[config.mk]
export PLATFORM = sky130hd
export DESIGN_NAME = rcd_cordic_cell
export DESIGN_NICKNAME = d
export VERILOG_FILES = /design/src/rtl/rcd_pkg.sv /design/src/rtl/rcd_cordic_cell.sv
export SDC_FILE = /design/constraint.sdc
export NUM_CORES = 1
export LEC_CHECK = 0
export ABC_CLOCK_PERIOD_IN_PS = 4400
export BUFFER_PORTS_ARGS = -buffer_cell sky130_fd_sc_hd__buf_2
export CAP_MARGIN = 25
export CORE_UTILIZATION = 30
export CTS_CLUSTER_DIAMETER = 100
export DETAILED_ROUTE_END_ITERATION = 6
export SETUP_SLACK_MARGIN = 0.5
export SYNTH_ARGS = -nofsm -noshare
export SYNTH_HDL_FRONTEND = slang
export SYNTH_SLANG_ARGS = --single-unit
[constraint.sdc]
create_clock -name clock -period 4.4 [get_ports clock]
set_input_delay 0.22 -clock clock [delete_from_list [all_inputs] [get_ports clock]]
set_output_delay 0.22 -clock clock [all_outputs]
set_load 0.005 [all_outputs]
[src/rtl/rcd_pkg.sv]
// ----------------------------------------------------------------------------
// rcd_pkg: shared types and constants of the column raycaster
// Widths of the CORDIC datapath, march accumulators, map layout and codes.
// ----------------------------------------------------------------------------
package rcd_pkg;

   // CORDIC datapath: 24 fraction bits for x/y, Q16 radians for z
   localparam int XY_W         = 27;
   localparam int Z_W          = 19;
   localparam int CORDIC_STEPS = 16;
   localparam int CORDIC_X0    = 10188012;
   localparam int THETA_SCALE  = 102944;  // pi/2 in Q16

   // sine and cosine in Q1.14
   localparam int TRIG_W  = 16;
   localparam int TRIG_ONE = 16384;

   // march: Q8.14 cell coordinates, depth counter wide enough for depth 64
   localparam int CELL_FRAC = 14;
   localparam int CELL_ONE  = 16384;
   localparam int ACC_W     = 23;
   localparam int DEPTH_W   = 7;

   // map: 16x16 cells, four rows per 64-bit register
   localparam int MAP_DIM     = 16;
   localparam int MAP_REGS    = 4;
   localparam int MAP_REG_W   = 64;
   localparam int CSR_INDEX_W = 3;

   localparam logic [MAP_REG_W-1:0] MAP_RESET_0 = 64'h8001_8001_8001_FFFF;
   localparam logic [MAP_REG_W-1:0] MAP_RESET_1 = 64'h8001_8001_8001_8001;
   localparam logic [MAP_REG_W-1:0] MAP_RESET_2 = 64'h8001_8001_8001_8001;
   localparam logic [MAP_REG_W-1:0] MAP_RESET_3 = 64'hFFFF_8001_8001_8001;

   typedef enum logic [1:0] {
      OUT_HIT   = 2'd0,
      OUT_LEFT  = 2'd1,
      OUT_DEPTH = 2'd2
   } outcome_type;

   typedef enum logic [2:0] {
      ST_IDLE,
      ST_ANGLE,
      ST_SCALE,
      ST_LAUNCH,
      ST_ROTATE,
      ST_TRIG,
      ST_MARCH
   } state_type;

   typedef struct packed {
      logic signed [XY_W-1:0] x;
      logic signed [XY_W-1:0] y;
      logic signed [Z_W-1:0]  z;
   } cordic_type;

   typedef struct packed {
      logic                 finished;
      outcome_type          outcome;
      logic [DEPTH_W-1:0]   distance;
   } march_status_type;

   // arctangent of 2^-i in Q16 radians
   function automatic logic signed [Z_W-1:0] atan_q16(input int i);
      logic signed [Z_W-1:0] v;
      case (i)
         0:       v = Z_W'(51472);
         1:       v = Z_W'(30386);
         2:       v = Z_W'(16055);
         3:       v = Z_W'(8150);
         4:       v = Z_W'(4091);
         5:       v = Z_W'(2047);
         6:       v = Z_W'(1024);
         7:       v = Z_W'(512);
         8:       v = Z_W'(256);
         9:       v = Z_W'(128);
         10:      v = Z_W'(64);
         11:      v = Z_W'(32);
         12:      v = Z_W'(16);
         13:      v = Z_W'(8);
         14:      v = Z_W'(4);
         15:      v = Z_W'(2);
         default: v = '0;
      endcase
      return v;
   endfunction

endpackage

[src/rtl/rcd_cordic_cell.sv]
// ----------------------------------------------------------------------------
// rcd_cordic_cell: one rotation step of the CORDIC chain
// Rotates (x, y) by +-atan(2^-SHIFT) toward z = 0 and registers the result.
// ----------------------------------------------------------------------------
module rcd_cordic_cell
   import rcd_pkg::*;
#(
   parameter int SHIFT = 0
) (
   input  logic       clock,
   input  logic       reset,
   input  logic       in_valid,
   input  cordic_type in_data,
   output logic       out_valid,
   output cordic_type out_data
);

   localparam logic signed [Z_W-1:0] ATAN = atan_q16(SHIFT);

   logic                   valid_ff;
   cordic_type             data_ff;
   cordic_type             data_in;
   logic signed [XY_W-1:0] dx;
   logic signed [XY_W-1:0] dy;

   // shift that truncates toward zero
   always_comb begin
      dx = in_data.x[XY_W-1] ? -((-in_data.x) >>> SHIFT) : (in_data.x >>> SHIFT);
      dy = in_data.y[XY_W-1] ? -((-in_data.y) >>> SHIFT) : (in_data.y >>> SHIFT);
      if (!in_data.z[Z_W-1]) begin
         data_in.x = in_data.x - dy;
         data_in.y = in_data.y + dx;
         data_in.z = in_data.z - ATAN;
      end else begin
         data_in.x = in_data.x + dy;
         data_in.y = in_data.y - dx;
         data_in.z = in_data.z + ATAN;
      end
   end

   always_ff @(posedge clock) begin
      if (reset) begin
         valid_ff <= 1'b0;
      end else begin
         valid_ff <= in_valid;
      end
   end

   always_ff @(posedge clock) begin
      data_ff <= data_in;
   end

   assign out_valid = valid_ff;
   assign out_data  = data_ff;

endmodule

# Word-level counts from Yosys, hierarchy flattened
# Cells that the tools add are included.
op_classes:
  muxes: 3
  addsub: 10
ops:
  columns: ["operator", "n"]
  rows:
  - ["27-bit negator", 4]
  - ["73-bit 2-to-1 mux", 1]
  - ["27-bit adder", 2]
  - ["27-bit 2-to-1 mux", 2]
  - ["27-bit subtractor", 2]
  - ["19-bit by 17-bit adder with 19-bit output, second input constant", 1]
  - ["19-bit by 17-bit subtractor with 19-bit output, second input constant", 1]
totals:
  input_bits: 76
  word_cells: 17
  out_inout_bits: 74
  ff_bits: 74

# Logic depth before layout (Yosys ltp)
# Gate-level depths: netlist of run 1.
depth:
  ltp_word: 5
  ltp_mapped: 17
  mapped_depth_nobuf: 16

# Worst setup path before layout of run 1
# No wires, ideal clock.
synth_path:
  path_type: "input to register"
  start: "input in_data[24] (netlist bit)"
  end: "register data_ff, in the netlist out_data[71]"
  slack_ns: 1.138
  path_stages: 14
  arrival_ns: 3.139
  path_buffers: 1
  setup_ns: 0.123
  t_required_ns: 4.277
  cell_sequence: "nor4_1 -> and3_1 -> clkbuf_1 -> and2_1 -> a21oi_1 -> xor2_1 -> ha_1 -> a21o_1 -> a21o_1 -> a21o_1 -> and2_1 -> o41ai_1 -> a21boi_1 -> xor2_1"
synth_rtl:
  columns: ["element", "line", "rtl"]
  rows:
  - ["start, declared", "rcd_cordic_cell.sv:13", "input cordic_type in_data,"]
  - ["end signal, assigned", "rcd_cordic_cell.sv:50", "data_ff <= data_in;"]
  - ["end, declared", "rcd_cordic_cell.sv:21", "cordic_type data_ff;"]

==> metrics, run 1 <==
Fin. Hold Viols=0; Post-synth ARST share=0%; top cells by area, synth=dfxtp_1, ha_1, xnor2_1; Rows=50; Chip Width=~140 µm; final non-filler cell total=between 1000 and 1500; fin. max-slew vios=0; # hold bufs at CTS=4; area post-placement=a little under 7000 µm²; Final min period=around 3.4 ns; DRT Pass-1 Iters=5; ratio of cells with drive above 1 in the final layout=a little under a quarter; Pwr Density=between 300 and 400 nW/µm²; vias=around 5400; setup_tns=0 ns; GPL Wtd Cong=0.8848; Lkg Pwr=between 3 and 4 nW; maxcap violations=0; port bufs=approximately 150; initial core utilization=30.59%; vias in the first global route=slightly below 5000; syn_nets=just over 800; Main synth FF type=dfxtp_1; Post-Route WL=about 15000 µm; CTS Buf Count=9; Final #Nets=about 980; Die Y=~140 µm; H-tree Lvls=3; fin crit share=77.06%; sequential area share after synthesis=about a quarter; Post-synth EDFFs=0; largest area contributor in the synthesized netlist=dfxtp_1; per-cell routed wire length=roughly 14 µm; outcome=completed; clock tree root buffer cell=clkbuf_16; synthesized area=5703 µm²; maximum VDD drop=between 150 and 200 µV; most common cell in the synthesized netlist=dfxtp_1; top cell type's share of synthesized area=25.63%; Critical Path Slowest Stage Cell=nor4_1; initial antenna violation count=4; Setup CP Type=in -> reg; area grow syn2layout=24.95%; slew margin rel.=49.43%; Inst Count DP=approximately 1000; Core Footprint=roughly 19000 µm²; Crit. End Element=flop; Synth Area per Inst=approximately 8.6 µm²; Reg clk slew, reported paths=0.06 ns; most frequent cells after synthesis=dfxtp_1, xnor2_1, a21oi_1, ha_1, nor2_1; GRT Util Overall=~16%; maximum fanout along the worst path=5; drt initial violations=~280; clock tree buffer depth=2; I/O pin count=150; setup violators final=0; actual transition at the worst max-transition pin=roughly 0.75 ns; CP Cell Sequence=buf_2, nor4_1, nand2_1, o41ai_1, xor2_1, ha_1, a21o_1, a21oi_1, o21ai_0, a311oi_2, o21ai_0, a41oi_1, nand3_1; fmax=slightly below 300 MHz; design area=7126 µm²; Crit path largest cell delay=~0.66 ns; Post-CTS Setup Repair Bufs=0; hold slack=about 0.036 ns; post-place setup slack=~0.64 ns; CP most frequent cell=o21ai_0; Critical Path RT=approximately 4.6 ns; FF+latch count, synth=73; largest net degree at the start of global routing=29; die area=about 20000 µm²; DRC Markers=0; Resized cells post-CTS=0; HPWL after detailed placement=between 10000 and 15000 µm; CTS Sinks=73; RSZ-0062 raised after global routing=false; Ys Warns=0; CTS tree=yes; Hold WC Path Type=in -> reg; final worst slack=1.009 ns; global-route wire length before repair=roughly 24000 µm; GRT overflow=0; remaining antenna violation count=0; post-synthesis cell count=approximately 670; Startpoint Class=primary input; Worst Path Arrival=approximately 3.6 ns; routed vias/inst=between 5 and 6; synth unique cells=slightly below 60
==> layer usage <==
| metal | wire length, µm | vias up | global-route usage [%] |
|---|---|---|---|
| li1 | - | 2709 | - |
| met3 | 1209 | 18 | 5.575 |
| met2 | 6979 | 161 | 25.87 |
| met1 | 6922 | 2505 | 19.50 |
| met5 | 19 | - | 0 |
| met4 | 213 | 4 | 5.090 |
==> layout make-up <==
| type | count | area, µm² |
|---|---|---|
| antenna | 1 | 2.502 |
| clock buffer | 10 | 229.0 |
| clock inverter | 6 | 116.4 |
| fill | 1956 | 11520 |
| inverter | 30 | 112.6 |
| multi-input combinational | 552 | 4080 |
| sequential | 73 | 1461 |
| tap | 234 | 292.8 |
| timing repair buffer | 159 | 830.8 |
==> path summary, 6_finish.rpt <==
path / end / from / slack [ns] / depth (start not counted)
worst max-delay path: out_data[42] / in_data[50] / 1.01 / 13
worst min-delay path: out_valid / reset / 0.04 / 2
==> layout by cell type (no fill, tap or decap), types with 4 or more instances in the layout <==
| cell type | count |
|---|---|
| buf_2 | 149 |
| nand4_1 | 6 |
| dlygate4sd3_1 | 4 |
| o21ai_1 | 8 |
| a31oi_1 | 6 |
| o21a_1 | 7 |
| nor2_1 | 44 |
| a41oi_1 | 5 |
| nor2b_1 | 6 |
| nand3_1 | 14 |
| a21oi_2 | 4 |
| and2_1 | 4 |
| nor4_1 | 6 |
| ha_1 | 71 |
| o21ai_0 | 25 |
| clkbuf_16 | 9 |
| nor3_1 | 22 |
| and3_1 | 10 |
| inv_1 | 29 |
| o21bai_1 | 11 |
| xor2_1 | 39 |
| a21oi_1 | 71 |
| nand2b_1 | 15 |
| nand2_1 | 35 |
| xnor2_1 | 72 |
| dfxtp_1 | 73 |
| buf_4 | 6 |
| or3_1 | 4 |
| a21o_1 | 24 |
==> cells by family after synthesis <==
kind of cell / count (synthesis) / share of synthesized area, %
AOI/OAI and AO/OA: 192 / 22.31
and+or+nand+nor: 173 / 15.18
xor gates and xnor gates: 111 / 17.05
adders and majority gates: 74 / 16.63
DFF: 73 / 25.63
buffers and inverters: 42 / 2.830
muxes: 2 / 0.3730
==> sequential cells by signal, summed over array words and instances (netlist names) <==
| signal | cells |
|---|---|
| out_data | 72 |
| out_valid | 1 |
==> report_power, final <==
part	internal (W)	switching, W
clock	0.000557	0.000302
combinational	0.000501	0.000564
sequential	0.000857	0.0000470
==> metrics by stage <==
stage / total power (W) / utilization (%)
2_1_floorplan: 0.001583 / -
3_3_place_gp: 0.001990 / 36.14
3_5_place_dp: 0.001987 / 36.14
4_1_cts: 0.002876 / 38.21
5_1_grt: 0.003028 / 38.21
6_report: 0.002828 / 38.22
==> worst max-delay path, delay by kind of cell <==
family / cells / cell delay, ns
and+or+nand+nor: 3 / 1.01
adders and majority gates: 1 / 0.30
xor gates and xnor gates: 1 / 0.19
AOI/OAI and AO/OA: 7 / 1.75
buffers and inverters: 1 / 0.13
No activity file was read; power rests on OpenSTA's default activity.
==> run 2, diff against run 1 <==
--- a/config.mk
+++ b/config.mk
@@ -5,7 +5,7 @@
 export SDC_FILE = /design/constraint.sdc
 export NUM_CORES = 1
 export LEC_CHECK = 0
-export ABC_CLOCK_PERIOD_IN_PS = 4400
+export ABC_CLOCK_PERIOD_IN_PS = 2870
 export BUFFER_PORTS_ARGS = -buffer_cell sky130_fd_sc_hd__buf_2
 export CAP_MARGIN = 25
 export CORE_UTILIZATION = 30
==> constraint.sdc (replaced) <==
create_clock -name clock -period 2.87 [get_ports clock]
set_input_delay 0.1435 -clock clock [delete_from_list [all_inputs] [get_ports clock]]
set_output_delay 0.1435 -clock clock [all_outputs]
set_load 0.005 [all_outputs]
==> run 2 against run 1 <==
Net effect:
- non-clock buffer count up 184
- routed wire length increased by 15%
- die area unchanged
- worst setup slack got worse by 0.99 ns
- critical path type unchanged
- design area increased by 31%
- first-iteration DRC count shrank 30%
- critical endpoint is now out_data[44]
- sequential power rose by 53%
==> metrics, run 2 (same netlist as run 1, synthesis figures left out) <==
per-cell routed wire length=14.13 µm (-2.0%); fin crit share=between 90% and 100%; fin. max-slew vios=0 (unchanged); Worst setup startpoint=in_data[53]; vias=5962 (+10%); max FFs per register=72 (unchanged); actual transition at the worst max-transition pin=0.4337 ns (-0.3178 ns); most frequent cells in the layout=buf_4, buf_2, dfxtp_1; Reg clk slew, reported paths=0.06 ns (about the same); Tot Pwr=0.004966 W (+76%); CP Cell Sequence=buf_6, or4_4, or4b_4, a21oi_4, o21a_4, xnor2_2, ha_1, nor2b_1, o21ai_1, a21oi_1, nor3_2, o21bai_1, a41oi_2, xnor2_1; area grow syn2layout=63.45%; routed vias/inst=4.770 (-5.9%); maximum fanout along the worst path=5 (unchanged); outcome=completed; GPL Wtd Cong=0.9080 (+2.6%); initial core utilization=30.59% (unchanged); hold slack=0.02669 ns (-0.009744 ns); ratio of cells with drive above 1 in the final layout=46.75% (+24 points); DRC Markers=0 (unchanged); CP Buf/Inv Count=1 (unchanged); I/O pin count=150 (unchanged); CP endpoint=out_data[44]; die area=19570 µm² (unchanged); Chip Width=139.9 µm (unchanged); Lkg Pwr=4.418 nW (+33%); Stages on worst setup path=14 (+1); Startpoint Class=primary input; GRT overflow=0 (unchanged); commonest non-fill, non-tap cell in the layout=buf_4; drt initial violations=198 (-30%); CTS Buf Count=9 (unchanged); slew margin rel.=70.86% (+21 points); Final #Nets=1159 (+19%); largest net degree at the start of global routing=17 (-41%); Die Y=139.9 µm (unchanged); HPWL after detailed placement=13440 µm (+8.2%); Critical Path Slowest Stage Cell=or4b_4; Post-Route WL=17660 µm (+15%); fillers=1712 (-12%); Hold WC Path Type=in -> reg; Rows=50 (unchanged); GRT Util Overall=17.49% (+1.6 points); maximum VDD drop=290.8 µV (+54%); Top delay family on crit path=simple AND/OR/NAND/NOR gates; clock tree root buffer cell=clkbuf_16; RSZ-0062 raised after global routing=true; setup violators final=0 (unchanged); initial antenna violation count=2 (-2); CTS Sinks=73 (unchanged); maxcap violations=0 (unchanged); Core Footprint=18640 µm² (unchanged); Final min period=~2.8 ns; Critical Path RT=3.11 ns (-1.51 ns); Crit path largest cell delay=0.57 ns (-0.09 ns); Setup CP Type=in -> reg; Pwr Density=532.8 nW/µm² (+34%); port bufs=149 (unchanged); vias in the first global route=5656 (+15%); H-tree Lvls=3 (unchanged); WHS Path Cells=2 (unchanged); clock tree buffer depth=2 (unchanged); DRT Pass-1 Iters=4 (-1); fmax=roughly 350 MHz; global-route wire length before repair=27340 µm (+12%); CTS tree=yes; Fin. Hold Viols=0 (unchanged); remaining antenna violation count=0 (unchanged); Crit. End Element=flop; HP Start=in_valid; Worst Path Arrival=3.08 ns (-0.53 ns)
[run 2: changes by cell type in the layout (fill, tap and decap cells not counted), sizes merged]
cell         previous run  this run
buf                   155       337
dlygate4sd3             4         6
bufinv                  3         2
clkbuf                 10        11
clkinv                  4         3
clkinvlp                0         1
diode                   1         2
[run 2: report_power, final]
part	leakage, nW	switching, W	internal (W)
Sequential	0.616	0.0000675	0.00131
Combinational	3.64	0.00110	0.00123
Clock	0.162	0.000452	0.000806
[run 2: how the worst min path moves through the flow]
stage | to | slack, ns
final | out_valid | 0.03
after global routing | out_valid | 0.06
after CTS | out_valid | 0.02
after detailed placement | out_data[0] | 0.25
after global placement | out_data[1] | 0.25
after floorplan | out_data[0] | 0.17
[run 2: area by class of cell]
type,instances,area [µm²],share of cell area (%)
sequential,73,1461,15.68
inverter,30,125.1,1.342
multi-input combinational,552,4756,51.02
clock inverter,5,77.57,0.8322
clock buffer,11,252.7,2.711
tap,234,292.8,3.141
antenna,2,5.005,0.05369
timing repair buffer,343,2351,25.22
[run 2: stage by stage]
step / cells / worst slack [ns] / util, % / cell area [µm²] / setup TNS, ns
floorplan: 667 / -0.1639 / - / 5936 / -0.4876
global placement: 1187 / -0.4338 / 42.97 / 8010 / -4.875
detailed placement: 1187 / -0.4856 / 42.97 / 8010 / -5.355
CTS: 1233 / 0.05390 / 47.32 / 8821 / 0
global route: 1250 / -0.1328 / 50.00 / 9321 / -0.5174
finish: 1250 / 0.02357 / 50.00 / 9321 / 0
[run 2: timing repair]
item                                    in CTS  in global routing
gates resized for setup                     51                 72
endpoints found under the setup margin      28                 33
buffers inserted                            24                 15
pin swaps                                   60                 50
hold buffers                                 6                  0
gates cloned                                 0                  0
hold endpoints to repair                     6                  0
[run 2: routing by layer]
layer | vias to the layer above | wire length, µm | GRT usage, %
met1 | 2720 | 8003 | 21.48
li1 | 3087 | - | -
met4 | 0 | 510 | 7.981
met5 | - | 0 | 0
met3 | 32 | 758 | 3.407
met2 | 123 | 8386 | 29.42
