## src/rtl/rcd_pkg.sv

```systemverilog
// ----------------------------------------------------------------------------
// rcd_pkg: shared types and constants of the column raycaster
// Widths of the CORDIC datapath, march accumulators, map layout and codes.
// ----------------------------------------------------------------------------
package rcd_pkg;

   // CORDIC datapath: 24 fraction bits for x/y, Q16 radians for z
   localparam int XY_W         = 27;
   localparam int Z_W          = 19;
   localparam int CORDIC_STEPS = 16;
   localparam int CORDIC_X0    = 10188012;
   localparam int THETA_SCALE  = 102944;  // pi/2 in Q16

   // sine and cosine in Q1.14
   localparam int TRIG_W  = 16;
   localparam int TRIG_ONE = 16384;

   // march: Q8.14 cell coordinates, depth counter wide enough for depth 64
   localparam int CELL_FRAC = 14;
   localparam int CELL_ONE  = 16384;
   localparam int ACC_W     = 23;
   localparam int DEPTH_W   = 7;

   // map: 16x16 cells, four rows per 64-bit register
   localparam int MAP_DIM     = 16;
   localparam int MAP_REGS    = 4;
   localparam int MAP_REG_W   = 64;
   localparam int CSR_INDEX_W = 3;

   localparam logic [MAP_REG_W-1:0] MAP_RESET_0 = 64'h8001_8001_8001_FFFF;
   localparam logic [MAP_REG_W-1:0] MAP_RESET_1 = 64'h8001_8001_8001_8001;
   localparam logic [MAP_REG_W-1:0] MAP_RESET_2 = 64'h8001_8001_8001_8001;
   localparam logic [MAP_REG_W-1:0] MAP_RESET_3 = 64'hFFFF_8001_8001_8001;

   typedef enum logic [1:0] {
      OUT_HIT   = 2'd0,
      OUT_LEFT  = 2'd1,
      OUT_DEPTH = 2'd2
   } outcome_type;

   typedef enum logic [2:0] {
      ST_IDLE,
      ST_ANGLE,
      ST_SCALE,
      ST_LAUNCH,
      ST_ROTATE,
      ST_TRIG,
      ST_MARCH
   } state_type;

   typedef struct packed {
      logic signed [XY_W-1:0] x;
      logic signed [XY_W-1:0] y;
      logic signed [Z_W-1:0]  z;
   } cordic_type;

   typedef struct packed {
      logic                 finished;
      outcome_type          outcome;
      logic [DEPTH_W-1:0]   distance;
   } march_status_type;

   // arctangent of 2^-i in Q16 radians
   function automatic logic signed [Z_W-1:0] atan_q16(input int i);
      logic signed [Z_W-1:0] v;
      case (i)
         0:       v = Z_W'(51472);
         1:       v = Z_W'(30386);
         2:       v = Z_W'(16055);
         3:       v = Z_W'(8150);
         4:       v = Z_W'(4091);
         5:       v = Z_W'(2047);
         6:       v = Z_W'(1024);
         7:       v = Z_W'(512);
         8:       v = Z_W'(256);
         9:       v = Z_W'(128);
         10:      v = Z_W'(64);
         11:      v = Z_W'(32);
         12:      v = Z_W'(16);
         13:      v = Z_W'(8);
         14:      v = Z_W'(4);
         15:      v = Z_W'(2);
         default: v = '0;
      endcase
      return v;
   endfunction

endpackage

```

## src/rtl/rcd_march.sv

```systemverilog
// ----------------------------------------------------------------------------
// rcd_march: whole-cell ray march over the 16x16 map
// Steps the Q8.14 ray position by (sin, cos) once per advance cycle and reports
// the first step that leaves the map, hits a wall or reaches full depth.
// ----------------------------------------------------------------------------
module rcd_march
   import rcd_pkg::*;
#(
   parameter int MAX_DEPTH = 16
) (
   input  logic                     clock,
   input  logic                     reset,
   input  logic                     load,
   input  logic                     advance,
   input  logic [15:0]              player_x,
   input  logic [15:0]              player_y,
   input  logic signed [TRIG_W-1:0] sin_val,
   input  logic signed [TRIG_W-1:0] cos_val,
   input  logic [MAP_REG_W-1:0]     map_rows [MAP_REGS],
   output march_status_type         status
);

   logic signed [ACC_W-1:0] acc_x_ff;
   logic signed [ACC_W-1:0] acc_y_ff;
   logic signed [ACC_W-1:0] step_x_ff;
   logic signed [ACC_W-1:0] step_y_ff;
   logic [DEPTH_W-1:0]      depth_ff;
   logic signed [ACC_W-1:0] step_x_in;
   logic signed [ACC_W-1:0] step_y_in;
   logic                    in_map;
   logic [3:0]              cell_x;
   logic [3:0]              cell_y;
   logic                    wall;

   assign step_x_in = ACC_W'(sin_val);
   assign step_y_in = ACC_W'(cos_val);

   always_ff @(posedge clock) begin
      if (reset) begin
         depth_ff <= '0;
      end else if (load) begin
         depth_ff <= DEPTH_W'(1);
      end else if (advance) begin
         depth_ff <= depth_ff + DEPTH_W'(1);
      end
   end

   // position at step one is 4*player + trig
   always_ff @(posedge clock) begin
      if (load) begin
         acc_x_ff  <= ACC_W'({player_x, 2'b00}) + step_x_in;
         acc_y_ff  <= ACC_W'({player_y, 2'b00}) + step_y_in;
         step_x_ff <= step_x_in;
         step_y_ff <= step_y_in;
      end else if (advance) begin
         acc_x_ff <= acc_x_ff + step_x_ff;
         acc_y_ff <= acc_y_ff + step_y_ff;
      end
   end

   // truncation toward zero keeps (-1, 0) in cell zero
   always_comb begin
      in_map = (acc_x_ff > -CELL_ONE) && (acc_x_ff < MAP_DIM * CELL_ONE) &&
               (acc_y_ff > -CELL_ONE) && (acc_y_ff < MAP_DIM * CELL_ONE);
      cell_x = acc_x_ff[ACC_W-1] ? 4'd0 : acc_x_ff[CELL_FRAC+3:CELL_FRAC];
      cell_y = acc_y_ff[ACC_W-1] ? 4'd0 : acc_y_ff[CELL_FRAC+3:CELL_FRAC];
      wall   = map_rows[cell_y[3:2]][{cell_y[1:0], cell_x}];
   end

   always_comb begin
      status.finished = !in_map || wall || (depth_ff == DEPTH_W'(MAX_DEPTH));
      if (!in_map) begin
         status.outcome  = OUT_LEFT;
         status.distance = DEPTH_W'(MAX_DEPTH);
      end else if (wall) begin
         status.outcome  = OUT_HIT;
         status.distance = depth_ff;
      end else begin
         status.outcome  = OUT_DEPTH;
         status.distance = DEPTH_W'(MAX_DEPTH);
      end
   end

endmodule

```

## config.mk

```make
export PLATFORM = sky130hd
export DESIGN_NAME = rcd_march
export DESIGN_NICKNAME = d
export VERILOG_FILES = /design/src/rtl/rcd_pkg.sv /design/src/rtl/rcd_march.sv
export SDC_FILE = /design/constraint.sdc
export NUM_CORES = 1
export LEC_CHECK = 0
export BUFFER_PORTS_ARGS = -buffer_cell sky130_fd_sc_hd__buf_4
export CAP_MARGIN = 10
export CORE_AREA = 2 2 134 136
export CTS_CLUSTER_DIAMETER = 50
export DETAILED_ROUTE_END_ITERATION = 16
export DIE_AREA = 0 0 136 138
export PLACE_DENSITY = 0.87
export SYNTH_ARGS = -nofsm -noshare
export SYNTH_HDL_FRONTEND = slang
export SYNTH_SLANG_ARGS = --single-unit
```

## constraint.sdc

```tcl
create_clock -name clock -period 8.3 [get_ports clock]
set_input_delay 0.415 -clock clock [delete_from_list [all_inputs] [get_ports clock]]
set_output_delay 0.415 -clock clock [all_outputs]
set_load 0.005 [all_outputs]
```

[Word-level counts from Yosys, hierarchy flattened]
Cells that the tools add are included.
Storage, ports and cells
  flip-flop bits (word level): 85
  input bits: 324
  output and inout port bits: 10
  logic and storage cells: 42
Operators by class
  add/subtract/negate cells: 5
  $lt $le $gt $ge: 6
  eq/ne operators: 1
  multiplexer cells: 15
  bitwise logic cells: 1
  reductions and logical operators: 8
Operators with widths (count)
  $bmux 64 s2: 1
  $mux 64: 2
  $mux 23: 4
  $add 23x16->23: 2
  $gt 23x15->1 const B: 2
  $lt 23x20->1 const B: 2
  $add 19x16->20: 2
  $mux 9: 2
  $mux 4: 2
  $add 7x1->7 const B: 1
  $eq 7x5->1 const B: 1
  $lt 6x7->1 const B: 1
  $bmux 1 s6: 1
  $ge 3x3->1 const B: 1
  $logic_and 1x1->1: 3
  $mux 1: 3
  $not 2->3: 1
  $logic_or 1x1->1: 2
  $reduce_bool 2->1: 1
  $reduce_or 2->1: 1
  $logic_not 1->1: 1

[Longest topological paths before layout]
Gate-level depths: netlist (run 1).
  depth after elaboration: 9
  depth in mapped cells: 12
  depth with buffers taken out: 11

[Worst setup path before layout (run 1)]
OpenSTA, ideal clock, no wires.
  path type: register to output
  start: reg acc_x_ff[15]
  end: out status[2] in the netlist's numbering
  data arrival time: 2.715 ns
  data required time: 7.885 ns
  setup slack: 5.170 ns
  cell stages (with the launch flop): 10
  path buffers: 2
  cell sequence: edfxtp_1 nor2b_1 clkbuf_1 clkbuf_1 mux4_2 mux4_2 mux2_4 o2111ai_4 o311ai_4 and3_1
RTL lines
  start, declared: RTL line rcd_march.sv:23  | logic signed [ACC_W-1:0] acc_x_ff;
  start signal, assigned: RTL line rcd_march.sv:51  | acc_x_ff <= ACC_W'({player_x, 2'b00}) + step_x_in;
  start signal, assigned: RTL line rcd_march.sv:56  | acc_x_ff <= acc_x_ff + step_x_ff;
  end, declared: RTL line rcd_march.sv:20  | output march_status_type status

==> impl_metrics.py, run 1 <==
metrics = {
    "setup_path": {
        "path_max_fanout": 39,
        "cp.arrival_ps": 4450,
        "r2r-start": "acc_x_ff[0]$_DFFE_PP_",
        "worstPathRequired_ps": 7890,
        "worstSetupPathType": "reg -> out",
        "cp_slowest_cell": "nand2b_2",
        "critical_path.max_stage_delay_ps": 840,
        "crit_family": "multiplexers",
        "startpoint": "acc_y_ff[22]$_DFFE_PP_",
        "cp-start-kind": "flop",
        "end_kind": "output pin",
        "crit_buf_inv": 2,
        "crit_chain": "nand2b_2 > buf_4 > mux4_2 > mux4_2 > mux2_4 > o2111ai_4 > o311a_1 > o311ai_1 > buf_4",
    },
    "yosys": {
        "synth_edf_count": 78,
        "synthArstFlopShare_pct": 0,
        "synthesis.instances": 1044,
        "synth_seq_cells": 85,
        "syn_nets": 1452,
        "synthTopCellsByArea": "edfxtp_1, ha_1, o21ai_0",
        "postSynthAreaPerCell_um2": 8.90,
        "synth_seq_area_share_pct": 26.7,
        "yosysWarnings": 0,
        "yosysUniqueCellTypes": 78,
        "syn-cell-area_um2": 9300,
        "synth-main-ff-cell": "edfxtp_1",
        "synth_top_area_share_pct": 25.2,
        "synth_largest_area_cell": "edfxtp_1",
    },
    "sta": {
        "rsz0062_at_grt": "no",
        "worstMarginPinSlew_ps": 1150,
        "maxSlewHeadroom_pct": 22.4,
        "final-hold-violation-count": 0,
        "clock_skew_ps": 6.55,
        "slew_violations": 0,
        "setup_violations": 0,
        "fin_crit_ps": 4870,
        "fin_crit_sh_pct": 58.6,
        "max_clock_freq_mhz": 206,
        "setup_tns_ps": 0,
    },
    "clock_tree": {
        "tritoncts": "yes",
        "clkTransAtPathRegs_ps": 60,
        "cts_hold_buf": 0,
        "cts_resized": 0,
        "post-cts-setup-buffer-count": 0,
        "clk_path_buf_depth": 2,
        "clkLatencyLatePin_ps": 330,
        "h-tree-depth": 3,
        "clock_sinks": 85,
        "cts_root_buffer": "clkbuf_16",
        "cts_made_buffers": 9,
    },
    "floorplanning": {
        "core_area_um2": 17500,
        "die_w_um": 136,
        "io_pins": 334,
        "num_rows": 49,
        "start_util_pct": 53.0,
        "die_area_um2": 18800,
        "dieHeight_um": 138,
    },
    "placement": {
        "io_buffers": 333,
        "finalWeightedCongestion": 0.969,
        "place_area_um2": 11900,
        "dp_hpwl_um": 27500,
    },
    "route": {
        "drtIter0Drc": 862,
        "postRouteAntennaNets": 0,
        "wire_per_inst_um": 21.8,
        "route.detailed.drc": 0,
        "wl_um": 34400,
        "first_pass_iters": 5,
        "vias": 9964,
        "vias_per_cell": 6.31,
    },
    "final_layout": {
        "regArea_um2": 2480,
        "multiInputGateArea_um2": 6450,
        "area_growth_pct": 31.6,
        "layout-drive-gt1-share_pct": 31.3,
        "finalInstanceArea_um2": 12200,
        "fillers": 1445,
        "final_net_count": 1749,
    },
    "grt": {
        "grt_pass1_vias": 9610,
        "grtUsageTotal_pct": 35.7,
        "grt_pass1_wl_um": 51800,
        "grt_overflow": 0,
        "antenna_found_initial": 6,
        "grt_max_degree": 69,
    },
    "pwr": {
        "switching_share_pct": 44.2,
        "p_seq_share_pct": 22.5,
        "power_density_nw_per_um2": 260,
        "combPwrFrac_pct": 64.1,
        "p_leak_nw": 5.23,
        "pwr-share-clk_pct": 13.4,
        "p_int_mw": 1.78,
        "vdd_ir_drop_max_v": 0.000218,
        "power.switching_mw": 1.41,
    },
    "worst_hold_path": {
        "hold_class": "in -> reg",
        "min_from": "reset",
    },
    "run": {
        "cap_violations": 0,
    },
    "outcome": {
        "status": "finished clean",
    },
}
-- cells by family (layout without fill, tap and decap cells) --
logic type	count (synthesis)	count (layout)	synth area share (%)
flops	85	85	26.7
buf+inv	91	393	4.04
mux	67	67	10.0
compound gates	358	358	25.8
other cells	0	4	0
fa+ha+maj	84	84	11.6
xor+xnor	68	68	6.41
simple gates	291	291	15.4
-- layout make-up --
type / count / share of cell area, %
Timing Repair Buffer: 339 / 20.8
Sequential cell: 85 / 20.3
Inverter: 38 / 1.17
Antenna cell: 4 / 0.0818
Clock buffer: 10 / 1.87
Multi-Input combinational cell: 868 / 52.7
Clock inverter: 6 / 0.716
Tap cell: 229 / 2.34
-- placed cells by master, fill, tap and decap left out, drive strengths merged, types with 27 or more instances in the layout --
cell type / instances
buf: 339
nand2: 81
ha: 80
xnor2: 40
mux2: 27
o21ai: 86
a21oi: 77
nor2: 67
o221ai: 33
inv: 37
o22ai: 34
xor2: 28
edfxtp: 78
-- per-stage QoR --
step	worst slack [ps]	hold WS (ps)	instances	util, %	total power [mW]
3_3_place_gp	3880	484	1559	67.9	2.65
2_1_floorplan	5170	462	1044	-	2.19
6_report	3430	236	1579	69.8	3.18
4_1_cts	3440	228	1575	69.7	3.15
5_1_grt	3220	231	1577	69.7	3.38
3_5_place_dp	3830	501	1559	67.9	2.70
-- worst register-to-register path: cells and delay by family, from the launching register on --
kind / cells / cell delay (ps)
buffers and inverters: 1 / 80
flip-flops: 1 / 390
adder cells (fa/ha/maj): 2 / 450
AO/OA/AOI/OAI: 7 / 2060
AND/OR/NAND/NOR: 1 / 70
-- state kept, by name, indices dropped and copies added, names as in the netlist --
register,count
acc_x_ff,23
acc_y_ff,23
step_x_ff,16
depth_ff,7
step_y_ff,16
-- routing by layer --
layer / track usage, % / wire [um] / share of wire, % / vias up
met2: 58.9 / 16500 / 48 / 548
met4: 20.6 / 2040 / 5.9 / 4
met5: 0 / 21 / 0.061 / -
met1: 42.2 / 12600 / 37 / 4620
met3: 8.25 / 3260 / 9.5 / 131
li1: - / - / - / 4661
-- synth_stat cells, drive strengths merged, types with 8 or more instances --
cell and instances:
a211oi 8, a21o 19, a21oi 77, a221oi 8, a31oi 9, buf 21, clkbuf 32, edfxtp 78
ha 80, inv 37, mux2 27, mux2i 22, mux4 18, nand2 81, nand2b 15, nand3 26
nand4 9, nor2 67, nor2b 19, nor3 20, nor4 10, o211ai 14, o21a 9, o21ai 86
o21bai 9, o221ai 33, o22ai 34, or3 10, xnor2 40, xor2 28
-- power groups by stage --
stage / clock [mW] / sequential [mW] / combinational [mW]
final: 0.426 / 0.717 / 2.04
after global routing: 0.450 / 0.727 / 2.20
after global placement: 0 / 0.711 / 1.94
after detailed placement: 0 / 0.720 / 1.98
after floorplan: 0 / 0.670 / 1.52
after CTS: 0.433 / 0.712 / 2.00
-- worst paths after layout --
kind / endpoint / slack [ps] / cells after the start
worst max-delay path: status[9] / 3430 / 9
worst min-delay path: depth_ff[0]$_SDFFE_PP0P_ / 240 / 2
worst max register to register: acc_x_ff[22]$_DFFE_PP_ / 4980 / 11
worst min register to register: depth_ff[6]$_SDFFE_PP0P_ / 510 / 2
Power figures use the tool's default switching activity.
==> inputs of run 2 (changes only) <==
--- a/config.mk
+++ b/config.mk
@@ -5,13 +5,14 @@
 export SDC_FILE = /design/constraint.sdc
 export NUM_CORES = 1
 export LEC_CHECK = 0
+export ABC_AREA = 1
 export BUFFER_PORTS_ARGS = -buffer_cell sky130_fd_sc_hd__buf_4
 export CAP_MARGIN = 10
-export CORE_AREA = 2 2 134 136
+export CORE_AREA = 2 2 142 144
 export CTS_CLUSTER_DIAMETER = 50
 export DETAILED_ROUTE_END_ITERATION = 16
-export DIE_AREA = 0 0 136 138
-export PLACE_DENSITY = 0.87
+export DIE_AREA = 0 0 144 146
+export PLACE_DENSITY = 0.83
 export SYNTH_ARGS = -nofsm -noshare
 export SYNTH_HDL_FRONTEND = slang
 export SYNTH_SLANG_ARGS = --single-unit
==> constraint.sdc (replaced) <==
create_clock -name clock -period 4.65 [get_ports clock]
set_input_delay 0.2325 -clock clock [delete_from_list [all_inputs] [get_ports clock]]
set_output_delay 0.2325 -clock clock [all_outputs]
set_load 0.005 [all_outputs]
==> run 2 against run 1 <==
Total power up 34%. Clock skew about the same. Clock power up 56%. Cell count up 38%. Largest power group unchanged. Highest routed layer is now met4.
==> impl_metrics.py, run 2 <==
metrics = {
    "final_layout": {
        "instances_no_fill": 2174,
        "regArea_um2": 2480,
        "final_util_pct": 67.5,
        "antennaDiodeCount": 0,
        "final_net_count": 2312,
        "area_growth_pct": 27.6,
        "final_common_cell": "nand2_1",
        "multiInputGateArea_um2": 6400,
        "reg.largest.list": "acc_x_ff (23), acc_y_ff (23)",
        "final_cell_mix": "nand2_1, buf_4, inv_1, nand3_1, a21oi_1",
        "fillers": 1795,
        "layout-drive-gt1-share_pct": 20.5,
    },
    "yosys": {
        "postSynthAreaPerCell_um2": 6.35,
        "synth_edf_count": 78,
        "synth-main-ff-cell": "edfxtp_1",
        "syn-cell-area_um2": 10200,
        "synth_top_area_share_pct": 22.9,
        "synth_seq_area_share_pct": 24.3,
        "synthTopCellsByArea": "edfxtp_1, nand2_1, nand3_1",
        "yosysUniqueCellTypes": 43,
        "synthArstFlopShare_pct": 0,
        "synth_seq_cells": 85,
        "syn_nets": 2020,
        "synthesis.instances": 1612,
        "yosysWarnings": 0,
        "synth_common_cells": "nand2_1, inv_1, nand3_1",
        "synth_largest_area_cell": "edfxtp_1",
        "synth.most_common_cell": "nand2_1",
    },
    "floorplanning": {
        "num_rows": 51,
        "start_util_pct": 52.9,
        "io_pins": 334,
        "die_area_um2": 21000,
        "core_area_um2": 19300,
        "die_w_um": 144,
        "dieHeight_um": 146,
    },
    "grt": {
        "antenna_found_initial": 0,
        "grt_overflow": 0,
        "grt_max_degree": 99,
        "grt_pass1_vias": 11500,
        "grtUsageTotal_pct": 32.8,
        "grt_pass1_wl_um": 55400,
    },
    "clock_tree": {
        "cts_root_buffer": "clkbuf_16",
        "clk_path_buf_depth": 2,
        "cts_hold_buf": 0,
        "clkLatencyLatePin_ps": 350,
        "post-cts-setup-buffer-count": 0,
        "clkTransAtPathRegs_ps": 60,
        "tritoncts": "yes",
        "h-tree-depth": 3,
        "clock_sinks": 85,
        "cts_made_buffers": 9,
        "cts_resized": 0,
    },
    "setup_path": {
        "worstPathRequired_ps": 4420,
        "cp-start-kind": "flop",
        "path_max_fanout": 90,
        "crit_buf_inv": 3,
        "cp.arrival_ps": 3330,
        "crit_family": "simple AND/OR/NAND/NOR gates",
        "cp_slowest_cell": "nand2_4",
        "crit_chain": "inv_2 > nand2_4 > buf_12 > nand2_1 > o21ai_1 > nand2_1 > nand3_1 > nand3_1 > nand3_1 > nand3_1 > nand3_1 > nand3_1 > nand2_2 > nand2_4 > nor2_2 > buf_4",
        "end_kind": "output pin",
        "crit_top_cell": "nand3_1",
        "worstSetupPathType": "reg -> out",
        "critical_path.max_stage_delay_ps": 600,
    },
    "sta": {
        "setup_violations": 0,
        "final-hold-violation-count": 0,
        "rsz0062_at_grt": "no",
        "max_clock_freq_mhz": 281,
        "fin_crit_sh_pct": 76.5,
        "maxSlewHeadroom_pct": 25.6,
        "slew_violations": 0,
        "setup_tns_ps": 0,
        "clock_skew_ps": 6.63,
        "fin_crit_ps": 3560,
        "worstMarginPinSlew_ps": 1110,
        "hold_ws_ps": 49.6,
        "worst_slack_ps": 1090,
    },
    "route": {
        "first_pass_iters": 6,
        "wl_met2_um": 17700,
        "wl_um": 35500,
        "met1_length_um": 13500,
        "drtIter0Drc": 839,
        "route.detailed.drc": 0,
        "wl_met3_um": 2400,
        "vias": 12000,
        "top_layer_used": "met4",
        "postRouteAntennaNets": 0,
        "wire_per_inst_um": 16.3,
        "vias_per_cell": 5.51,
    },
    "outcome": {
        "status": "finished clean",
    },
    "pwr": {
        "power_density_nw_per_um2": 327,
        "vdd_ir_drop_max_v": 0.000243,
        "p_leak_nw": 6.93,
    },
    "run": {
        "cap_violations": 0,
    },
    "placement": {
        "io_buffers": 333,
        "pre_cts_slack_ps": 1520,
        "dp_cells": 2158,
        "dp_hpwl_um": 28100,
        "finalWeightedCongestion": 0.997,
    },
    "worst_hold_path": {
        "hold_class": "in -> reg",
    },
}
run 2: through the flow:
stage               cell area, um2  total power [mW]
floorplan                    10200              2.88
global placement             12800              3.52
detailed placement           12800              3.56
CTS                          13100              4.23
global route                 13100              4.61
finish                       13100              4.26
run 2: layout make-up:
type | count | share of cell area, %
Sequential cell | 85 | 19.0
Inverter | 270 | 7.76
Tap cell | 265 | 2.54
Timing Repair Buffer | 339 | 19.6
Clock inverter | 6 | 0.307
Multi-Input combinational cell | 1199 | 49.0
Clock buffer | 10 | 1.75
run 2: cells by family (layout without fill, tap and decap cells):
family	count (synthesis)	count (layout)	share of synthesized area [%]
buffers and inverters	328	625	13.2
xor gates and xnor gates	13	13	1.11
adders and majority gates	84	84	10.6
DFF	85	85	24.3
AOI/OAI and AO/OA	306	306	17.1
and+or+nand+nor	796	796	33.7
run 2: final timing paths:
kind                            startpoint                       end  slack [ps]  cells past startpoint
setup / recovery    acc_y_ff[22]$_DFFE_PP_                 status[3]        1090                     16
hold / removal                       reset  depth_ff[0]$_SDFFE_PP0P_          50                      2
setup reg to reg     acc_y_ff[2]$_DFFE_PP_    acc_y_ff[17]$_DFFE_PP_        2060                      9
hold reg to reg   depth_ff[2]$_SDFFE_PP0P_  depth_ff[2]$_SDFFE_PP0P_         540                      2
run 2: worst register-to-register path, delay by kind of cell (launching register included):
family	cells	cell delay (ps)
AO/OA/AOI/OAI	6	1380
adder cells (fa/ha/maj)	1	360
flip-flops	1	390
AND/OR/NAND/NOR	2	200
run 2: power by group:
group          leakage [nW]  total (mW)  switching [mW]  internal (mW)
sequential            0.842        1.10          0.0964           1.01
combinational          5.96        2.50            1.54          0.955
clock                 0.122       0.666           0.305          0.360
run 2: layer usage:
metal  up-vias  track usage (%)
li1       5945                -
met1      5411             37.3
met2       498             58.8
met3       121             4.64
met4         0             17.3
met5         -                0
==> inputs of run 3 (changes only) <==
==> constraint.sdc (replaced) <==
create_clock -name clock -period 3.5 [get_ports clock]
set_input_delay 0.175 -clock clock [delete_from_list [all_inputs] [get_ports clock]]
set_output_delay 0.175 -clock clock [all_outputs]
set_load 0.005 [all_outputs]
==> run 3 against run 2 <==
Worst hold slack worse by 33 ps. Routed wire length is 3.8% lower. Cell count is 0.51% higher. Clock skew is 2.5 ps lower. Setup slack worse by 820 ps. Register-to-register slack worse by 1200 ps. Clock power is 29% higher. Global-route usage is 1.5 points lower. Non-clock buffer count is 12 higher. Total power is 33% higher. Sequential power is 33% higher.
==> impl_metrics.py, run 3 (same netlist as run 2, synthesis figures left out) <==
metrics = {
    "placement": {
        "dp_hpwl_um": 27200,
        "io_buffers": 333,
        "pre_cts_slack_ps": 672,
        "finalWeightedCongestion": 0.979,
    },
    "sta": {
        "rsz0062_at_grt": "no",
        "setup_tns_ps": 0,
        "worstMarginPinSlew_ps": 1110,
        "fin_crit_ps": 3220,
        "fin_crit_sh_pct": 92.1,
        "setup_violations": 0,
        "worst_slack_ps": 277,
        "max_clock_freq_mhz": 310,
        "slew_violations": 0,
        "maxSlewHeadroom_pct": 25.7,
        "final-hold-violation-count": 0,
        "clock_skew_ps": 4.08,
    },
    "clock_tree": {
        "cts_made_buffers": 9,
        "clkTransAtPathRegs_ps": 60,
        "tritoncts": "yes",
        "post-cts-setup-buffer-count": 0,
        "clk_path_buf_depth": 2,
        "clkLatencyLatePin_ps": 340,
        "cts_hold_buf": 1,
        "cts_resized": 0,
        "clock_sinks": 85,
        "cts_root_buffer": "clkbuf_16",
        "h-tree-depth": 3,
    },
    "grt": {
        "use_met3_pct": 3.88,
        "grt_max_degree": 74,
        "grt_pass1_wl_um": 53500,
        "antenna_found_initial": 0,
        "grt_pass1_vias": 11400,
        "grt_overflow": 0,
        "grt_use_met2_pct": 55.9,
        "busiest_layer": "met2",
        "grtUsageTotal_pct": 31.3,
        "use_met1_pct": 35.6,
    },
    "setup_path": {
        "crit_buf_inv": 3,
        "worstSetupPathType": "reg -> out",
        "crit_family": "simple AND/OR/NAND/NOR gates",
        "path_max_fanout": 44,
        "cp-start-kind": "flop",
        "rrSetupSlack_ps": 900,
        "end_kind": "output pin",
        "crit_chain": "inv_2 > nand2_4 > buf_4 > or2_2 > nand3_1 > nand3_1 > nand3_1 > nand3_1 > nand3_1 > nand3_1 > nand3_1 > nand2_2 > nor2_2 > nand2_1 > buf_4",
        "cp_slowest_cell": "edfxtp_1",
        "critical_path.max_stage_delay_ps": 480,
        "crit_top_cell": "nand3_1",
        "worstPathRequired_ps": 3320,
        "cp.arrival_ps": 3050,
    },
    "final_layout": {
        "final_util_pct": 68.0,
        "fillers": 1733,
        "antennaDiodeCount": 0,
        "area_growth_pct": 28.5,
        "final_cell_mix": "nand2_1, buf_4, inv_1, nand3_1, a21oi_1",
        "reg.largest.list": "acc_x_ff (23), acc_y_ff (23)",
        "final_net_count": 2324,
        "final_common_cell": "nand2_1",
        "layout-drive-gt1-share_pct": 20.9,
    },
    "route": {
        "vias": 11900,
        "vias_per_cell": 5.45,
        "wl_um": 34200,
        "route.detailed.drc": 0,
        "first_pass_iters": 5,
        "drtIter0Drc": 777,
        "wire_per_inst_um": 15.6,
        "postRouteAntennaNets": 0,
    },
    "floorplanning": {
        "die_area_um2": 21000,
        "dieHeight_um": 146,
        "num_rows": 51,
        "die_w_um": 144,
        "start_util_pct": 52.9,
        "io_pins": 334,
        "core_area_um2": 19300,
    },
    "outcome": {
        "status": "finished clean",
    },
    "pwr": {
        "total_power_mw": 5.67,
        "p_leak_nw": 6.99,
        "power_density_nw_per_um2": 431,
        "vdd_ir_drop_max_v": 0.000326,
    },
    "run": {
        "cap_violations": 0,
    },
    "worst_hold_path": {
        "hold_class": "in -> reg",
    },
}
run 3: cell count changes in the layout (fill, tap and decap cells not counted), sizes merged:
cell | before | now
dlygate4sd3 | 0 | 1
clkbuf | 10 | 9
clkinv | 3 | 5
buf | 339 | 350
clkinvlp | 3 | 1
run 3: worst paths after layout:
kind | start | endpoint | cells after the start
min reg2reg | depth_ff[6]$_SDFFE_PP0P_ | depth_ff[6]$_SDFFE_PP0P_ | 2
max | acc_y_ff[22]$_DFFE_PP_ | status[9] | 15
min | cos_val[11] | step_y_ff[11]$_DFFE_PP_ | 1
max reg2reg | acc_y_ff[2]$_DFFE_PP_ | acc_y_ff[17]$_DFFE_PP_ | 9
run 3: power breakdown:
| group | switching, mW | internal (mW) | total, mW |
|---|---|---|---|
| Combinational | 2.04 | 1.30 | 3.34 |
| Sequential | 0.128 | 1.34 | 1.46 |
| Clock | 0.391 | 0.469 | 0.860 |
run 3: cell type report:
type / count / area [um2] / share of cell area [%]
clock buffer: 9 / 225 / 1.71
clock inverter: 6 / 31.3 / 0.238
inverter: 270 / 1010 / 7.71
multi-input combinational: 1199 / 6400 / 48.7
sequential: 85 / 2480 / 18.9
tap: 265 / 332 / 2.52
timing repair buffer: 351 / 2660 / 20.2
run 3: stage by stage:
step	hold WS, ps	cell area, um2	instances
3_3_place_gp	343	12900	2169
4_1_cts	10.3	13200	2185
5_1_grt	11.9	13200	2185
3_5_place_dp	346	12900	2169
6_report	16.6	13200	2185
2_1_floorplan	244	10200	1612
run 3: metal layers:
| layer | share of wire (%) | vias to the layer above |
|---|---|---|
| met1 | 38 | 5310 |
| met3 | 6.9 | 120 |
| met5 | 0 | - |
| met4 | 5.8 | 0 |
| li1 | - | 5971 |
| met2 | 49 | 512 |
